**config.mk**
```make
export PLATFORM = sky130hd
export DESIGN_NAME = mtsha_round
export DESIGN_NICKNAME = d
export VERILOG_FILES = /design/src/hw/rtl/mtsha_pkg.sv /design/src/hw/rtl/mtsha_round.sv
export SDC_FILE = /design/constraint.sdc
export NUM_CORES = 2
export LEC_CHECK = 0
export BUFFER_PORTS_ARGS = -buffer_cell sky130_fd_sc_hd__buf_4
export CAP_MARGIN = 20
export CORE_UTILIZATION = 44
export DETAILED_ROUTE_END_ITERATION = 8
export HOLD_SLACK_MARGIN = 0.08
export SYNTH_ARGS = -nofsm -noshare
export SYNTH_HDL_FRONTEND = slang
export SYNTH_SLANG_ARGS = --single-unit
```
**constraint.sdc**
```tcl
create_clock -name clk -period 6.9 [get_ports clk]
set_input_delay 1.38 -clock clk [delete_from_list [all_inputs] [get_ports clk]]
set_output_delay 1.38 -clock clk [all_outputs]
set_load 0.05 [all_outputs]
```
**src/hw/rtl/mtsha_pkg.sv**
```systemverilog
package mtsha_pkg;

	localparam int PasswordBytes = 125;
	localparam int UsernameBytes = 48;
	localparam int TableBytes    = 160;
	localparam int MsgBytes      = 384;

	typedef enum logic [3:0] {
		ST_IDLE,
		ST_CLEAR,
		ST_BUILD,
		ST_LOAD,
		ST_ROUND,
		ST_ADD,
		ST_DERIVE,
		ST_EMIT
	} state_t;

	localparam logic [31:0] H0 = 32'h67452301;
	localparam logic [31:0] H1 = 32'hEFCDAB89;
	localparam logic [31:0] H2 = 32'h98BADCFE;
	localparam logic [31:0] H3 = 32'h10325476;
	localparam logic [31:0] H4 = 32'hC3D2E1F0;

	function automatic logic [7:0] table_byte(input logic [7:0] idx);
		logic [7:0] t [0:159];
		logic [7:0] r;
		t = '{
		8'h91,8'hAC,8'h51,8'h14,8'h9F,8'h67,8'h54,8'h43,8'h24,8'hE7,8'h3B,8'hE0,8'h28,8'h74,8'h7B,8'hC2,
		8'h86,8'h33,8'h13,8'hEB,8'h5A,8'h4F,8'hCB,8'h5C,8'h08,8'h0A,8'h73,8'h37,8'h0E,8'h5D,8'h1C,8'h2F,
		8'h33,8'h8F,8'hE6,8'hE5,8'hF8,8'h9B,8'hAE,8'hDD,8'h16,8'hF2,8'h4B,8'h8D,8'h2C,8'hE1,8'hD4,8'hDC,
		8'hB0,8'hCB,8'hDF,8'h9D,8'hD4,8'h70,8'h6D,8'h17,8'hF9,8'h4D,8'h42,8'h3F,8'h9B,8'h1B,8'h11,8'h94,
		8'h9F,8'h5B,8'hC1,8'h9B,8'h06,8'h05,8'h9D,8'h03,8'h9D,8'h5E,8'h13,8'h8A,8'h1E,8'h9A,8'h6A,8'hE8,
		8'hD9,8'h7C,8'h14,8'h17,8'h58,8'hC7,8'h2A,8'hF6,8'hA1,8'h99,8'h63,8'h0A,8'hD7,8'hFD,8'h70,8'hC3,
		8'hF6,8'h5E,8'h74,8'h13,8'h03,8'hC9,8'h0B,8'h04,8'h26,8'h98,8'hF7,8'h26,8'h8A,8'h92,8'h93,8'h25,
		8'hB0,8'hA2,8'h0D,8'h23,8'hED,8'h63,8'h79,8'h6D,8'h13,8'h32,8'hFA,8'h3C,8'h35,8'h02,8'h9A,8'hA3,
		8'hB3,8'hDD,8'h8E,8'h0A,8'h24,8'hBF,8'h51,8'hC3,8'h7C,8'hCD,8'h55,8'h9F,8'h37,8'hAF,8'h94,8'h4C,
		8'h29,8'h08,8'h52,8'h82,8'hB2,8'h3B,8'h4E,8'h37,8'h9F,8'h17,8'h07,8'h91,8'h11,8'h3B,8'hFD,8'hCD};
		r = (idx < 8'(TableBytes)) ? t[idx] : 8'h00;
		return r;
	endfunction

endpackage

```
**src/hw/rtl/mtsha_round.sv**
```systemverilog
// One SHA-1 round per cycle while step is high; schedule kept in a 16-word shift window.
module mtsha_round (
	input  logic        clk,
	input  logic        arst_n,
	input  logic        init,
	input  logic        load_w,
	input  logic [31:0] load_word,
	input  logic        step,
	input  logic [6:0]  rnd,
	input  logic        chain_reset,
	input  logic        chain_add,
	output logic [31:0] chain [5]
);
	import mtsha_pkg::*;

	logic [31:0] w_q [16];
	logic [31:0] a_q, b_q, c_q, d_q, e_q;
	logic [31:0] f, k, wt, wn, tmp;

	assign wn = {w_q[13][31:0] ^ w_q[8] ^ w_q[2] ^ w_q[0]};
	always_comb begin
		wt = (rnd < 7'd16) ? w_q[0] : {wn[30:0], wn[31]};
		if (rnd < 7'd20) begin
			f = (b_q & c_q) | (~b_q & d_q); k = 32'h5A827999;
		end else if (rnd < 7'd40) begin
			f = b_q ^ c_q ^ d_q; k = 32'h6ED9EBA1;
		end else if (rnd < 7'd60) begin
			f = (b_q & c_q) | (b_q & d_q) | (c_q & d_q); k = 32'h8F1BBCDC;
		end else begin
			f = b_q ^ c_q ^ d_q; k = 32'hCA62C1D6;
		end
		tmp = {a_q[26:0], a_q[31:27]} + f + e_q + k + wt;
	end

	always_ff @(posedge clk) begin
		if (load_w) begin
			for (int i = 0; i < 15; i++) w_q[i] <= w_q[i+1];
			w_q[15] <= load_word;
		end else if (step) begin
			for (int i = 0; i < 15; i++) w_q[i] <= w_q[i+1];
			w_q[15] <= wt;
		end
		if (init) begin
			a_q <= chain[0]; b_q <= chain[1]; c_q <= chain[2];
			d_q <= chain[3]; e_q <= chain[4];
		end else if (step) begin
			a_q <= tmp; b_q <= a_q; c_q <= {b_q[1:0], b_q[31:2]};
			d_q <= c_q; e_q <= d_q;
		end
	end

	always_ff @(posedge clk or negedge arst_n) begin
		if (!arst_n) begin
			chain[0] <= H0; chain[1] <= H1; chain[2] <= H2; chain[3] <= H3; chain[4] <= H4;
		end else if (chain_reset) begin
			chain[0] <= H0; chain[1] <= H1; chain[2] <= H2; chain[3] <= H3; chain[4] <= H4;
		end else if (chain_add) begin
			chain[0] <= chain[0] + a_q; chain[1] <= chain[1] + b_q;
			chain[2] <= chain[2] + c_q; chain[3] <= chain[3] + d_q;
			chain[4] <= chain[4] + e_q;
		end
	end
endmodule

```
After elaboration in Yosys (flattened, before gate mapping) --
Memories as Yosys holds them, arrays and structs flattened. Index checks and enable logic that the tools add are counted.
Word-level totals: memories kept 1, register bits after elaboration 320, output and inout port bits 160, logic and storage cells 95, memory bits (writable) 512
Operators by class: reduce and logical (&&, ||, !) cells 2, order comparisons 4, multiplexer cells 40, bitwise operators 29, add/subtract/negate cells 9
Memories:
- w_q | depth 16, width 32, read ports 16, clocked after memory_dff 0, wr ports 16, line mtsha_round.sv:16 | logic [31:0] w_q [16];
Operators with widths (count):
- $mux 32 | 32
- $mux 160 | 2
- $add 32x32->32 | 9
- $xor 32x32->32 | 5
- $and 32x32->32 | 4
- $or 32x32->32 | 3
- $not 32->32 | 1
- $mux 31 | 1
- $or 1x1->1 | 16
- $lt 7x5->1 const B | 2
- $lt 7x6->1 const B | 2
- $mux 1 | 5
- $reduce_bool 2->1 | 2

Depth between registers and ports, before layout --
depth in word-level cells 12, depth in mapped cells 23

Worst setup path before layout --
OpenSTA, ideal clock, no wires.
kind in2reg, from input load_w, to memory w_q[0][0] (enable), arrival time 8.238 ns, setup slack -2.005 ns, required time 6.233 ns, cell stages on the path 3, path buffers 2, setup time 0.667 ns, cells stage by stage clkbuf_1 -> clkbuf_1 -> or2_2
RTL lines:
- start, declared | line mtsha_round.sv:6 | input logic load_w,
- end, declared | line mtsha_round.sv:16

Worst setup path in the final report --
from input rnd[5], to register a_q[31] (data pin)
Between the ends: longest elaborated chain between the ends 10
Ends and longest elaborated chain:
- start, declared | line mtsha_round.sv:9 | input logic [6:0] rnd,
- $lt 7x6->1 | line mtsha_round.sv:27 | end else if (rnd < 7'd60) begin
- $mux 32 | line mtsha_round.sv:27
- $mux 32 | line mtsha_round.sv:25 | end else if (rnd < 7'd40) begin
- $mux 32 | line mtsha_round.sv:23 | if (rnd < 7'd20) begin
- $add 32x32->32 (3 in a row) | line mtsha_round.sv:32 | tmp = {a_q[26:0], a_q[31:27]} + f + e_q + k + wt;
- $add 32x32->32 (*) | line mtsha_round.sv:32
- $mux 32 (*) | line mtsha_round.sv:46 | end else if (step) begin
- $mux 32 (*) | line mtsha_round.sv:43 | if (init) begin
- end signal, assigned | line mtsha_round.sv:44 | a_q <= chain[0]; b_q <= chain[1]; c_q <= chain[2];
- end signal, assigned | line mtsha_round.sv:47 | a_q <= tmp; b_q <= a_q; c_q <= {b_q[1:0], b_q[31:2]};
- end, declared | line mtsha_round.sv:17 | logic [31:0] a_q, b_q, c_q, d_q, e_q;
Mark *: on every way between the ends. The rest lies on a longest branch, timed or not. The select of a mux whose other input is x is not followed. A chain may end at the register's enable or synchronous reset.

==> out/results.txt <==
Critical Path Source Type: primary input
TritonCTS clock tree: done
Worst-Margin Slew: 1150 ps
RSZ-0062 raised after global routing: no
Via-to-Cell Ratio: 5.44
fin cells: 4935
Post-synth ARST share: 19.2%
min cycle time layout: 6500 ps
initial antenna violation count: 1
fraction of layout cells with a size suffix above 1: 20.1%
Hold/Removal Path Class: register to register
Period Utilization, post-route: 94.2%
TritonCTS buffer count: 90
die footprint: 97800 sq um
clock root buffer: clkbuf_16
initial core utilization: 44.6%
hold_buf cts: 0
CTS H-tree lvls: 3
Bufs on Longest Clock Path: 3
multi-input logic area: 17200 sq um
Seq/Total Area, Yosys: 57.2%
Syn Std Cell Area: 42500 sq um
IO buf count: 203
largest net degree at the start of global routing: 146
top cell type by total area after synthesis: edfxtp_1
IO Pins: 206
final wirelength: 107 mm
Max Clock Freq: 154 MHz
Yosys reg bits: 832
fin nets: 3961
GPL Wtd Cong: 0.917
Sink Count: 832
vias in the first global route: 26510
critical path arrival: 6880 ps
DRT Pass-1 Iters: 5
top cell type's share of synthesized area: 47.5%
drt wl/cell: 21.6 microns
Max Cap Viol: 0
most frequent cells in the layout: edfxtp_1, buf_4, nand2_1
Die Width: 313 microns
Syn Area/Cell: 13.0 sq um
clock transition at the registers of the reported paths: 60 ps
Crit path largest cell delay: 520 ps
Slew HR: 22.7%
ys flop type: edfxtp_1
placed insts: 4770
post-route ant nets: 0
Synth warnings: 0
crit path kind: primary input to register
Setup crit end kind: register
most common cell after layout, fill and taps aside: edfxtp_1
CORE AREA: 95300 sq um
max-slew violation count: 0
Detailed Place HPWL: 76.7 mm
status: complete, no violations
fillers: 8294
Die Ht: 313 microns
post-synthesis cell count: 3274
Final Hold Vio Count: 0
Row Count: 113
register area: 24300 sq um
Synth Net Count: 3638
Final Setup Violations: 0
worst skew pair latency: 670 ps
Post-synth EDFFs: 672
# DRC: 0
global route overflow: 0
Clock Skew: 30.8 ps
area delta synth->final: 16.0%
n_diodes: 0
via count: 26868
GRT Total Usage: 21.9%
CP max FO: 6
slowest CP cell: fa_1
DR iter-0 viols: 1804
first-pass GRT wire length: 162 mm
CP required: 7270 ps
post-synth cell types: 84
Area contributors post-synth: edfxtp_1, fa_1, ha_1, dfstp_2, dfrtp_1
[layout make-up]
| cell class | count | share of cell area, % |
|---|---|---|
| clock buffer | 118 | 5.01 |
| clock inverter | 47 | 1.02 |
| inverter | 167 | 1.28 |
| multi-input combinational | 2178 | 35.0 |
| sequential | 832 | 49.3 |
| tap | 1265 | 3.21 |
| timing repair buffer | 328 | 5.20 |
[registers in the layout, indices dropped and copies added (netlist names)]
signal  flops
chain     160
b_q        32
a_q        32
w_q       512
d_q        32
e_q        32
c_q        32
[cell families after synthesis]
kind of cell	Yosys count	synth area share [%]
buf+inv	264	2.34
compound gates	735	11.2
mux	231	5.84
fa+ha+maj	318	11.6
xor+xnor	248	5.11
simple gates	646	6.75
flops	832	57.2
[worst paths after layout]
path	from	end	slack (ps)	depth (start not counted)
worst max register to register	d_q[1]	a_q[31]	1050	20
worst max-delay path	rnd[5]	a_q[31]	400	26
min in group asynchronous	arst_n	chain[58]	740	1
worst min-delay path	w_q[0][180]	w_q[0][148]	410	0
max in group asynchronous	arst_n	chain[134]	4830	2
worst min register to register	w_q[0][180]	w_q[0][148]	410	0
[worst max-delay path: cells and delay by family]
kind | cells | cell delay [ps]
buffers and inverters | 8 | 1030
adder cells (fa/ha/maj) | 4 | 1820
AND/OR/NAND/NOR | 4 | 540
multiplexers | 1 | 90
XOR/XNOR | 1 | 160
AO/OA/AOI/OAI | 8 | 1850
[cells in the mapped netlist (24+ instances only)]
cell / instances
a211oi_1: 33
nor3_1: 44
clkbuf_1: 81
edfxtp_1: 672
mux2i_1: 97
a21oi_1: 178
nand3_1: 32
mux2_2: 133
inv_1: 164
nand2_1: 238
nand2b_1: 29
dfstp_2: 80
o21ai_0: 213
xnor2_1: 200
dfrtp_1: 80
fa_1: 125
xor2_1: 48
a21o_1: 63
ha_1: 193
o21a_1: 24
nor2_1: 205
[routing by layer]
metal	global-route usage, %	share of wire [%]
met5	0	0
met4	7.27	3.2
met3	3.94	5.8
met2	33.5	45
met1	31.4	46
[metrics by stage]
step           hold slack [ps]  worst slack, ps  setup TNS [ps]  instance area, sq um  util, %
2_1_floorplan              400              139               0                 42500        -
3_3_place_gp               400             -365           -1550                 46300     48.6
3_5_place_dp               405             -408           -1780                 46300     48.6
4_1_cts                    403              278               0                 49200     51.7
5_1_grt                    420             27.0               0                 49300     51.7
6_report                   405              400               0                 49300     51.7
[what timing repair did]
| action | CTS | global route |
|---|---|---|
| setup buffers | 0 | 0 |
| endpoints found under the setup margin | 0 | 4 |
| endpoints found under the hold margin | 0 | 0 |
| resized for setup | 0 | 2 |
Power is not shown: default switching activity piles up to over one toggle a cycle in this logic, so the estimate is an artifact.
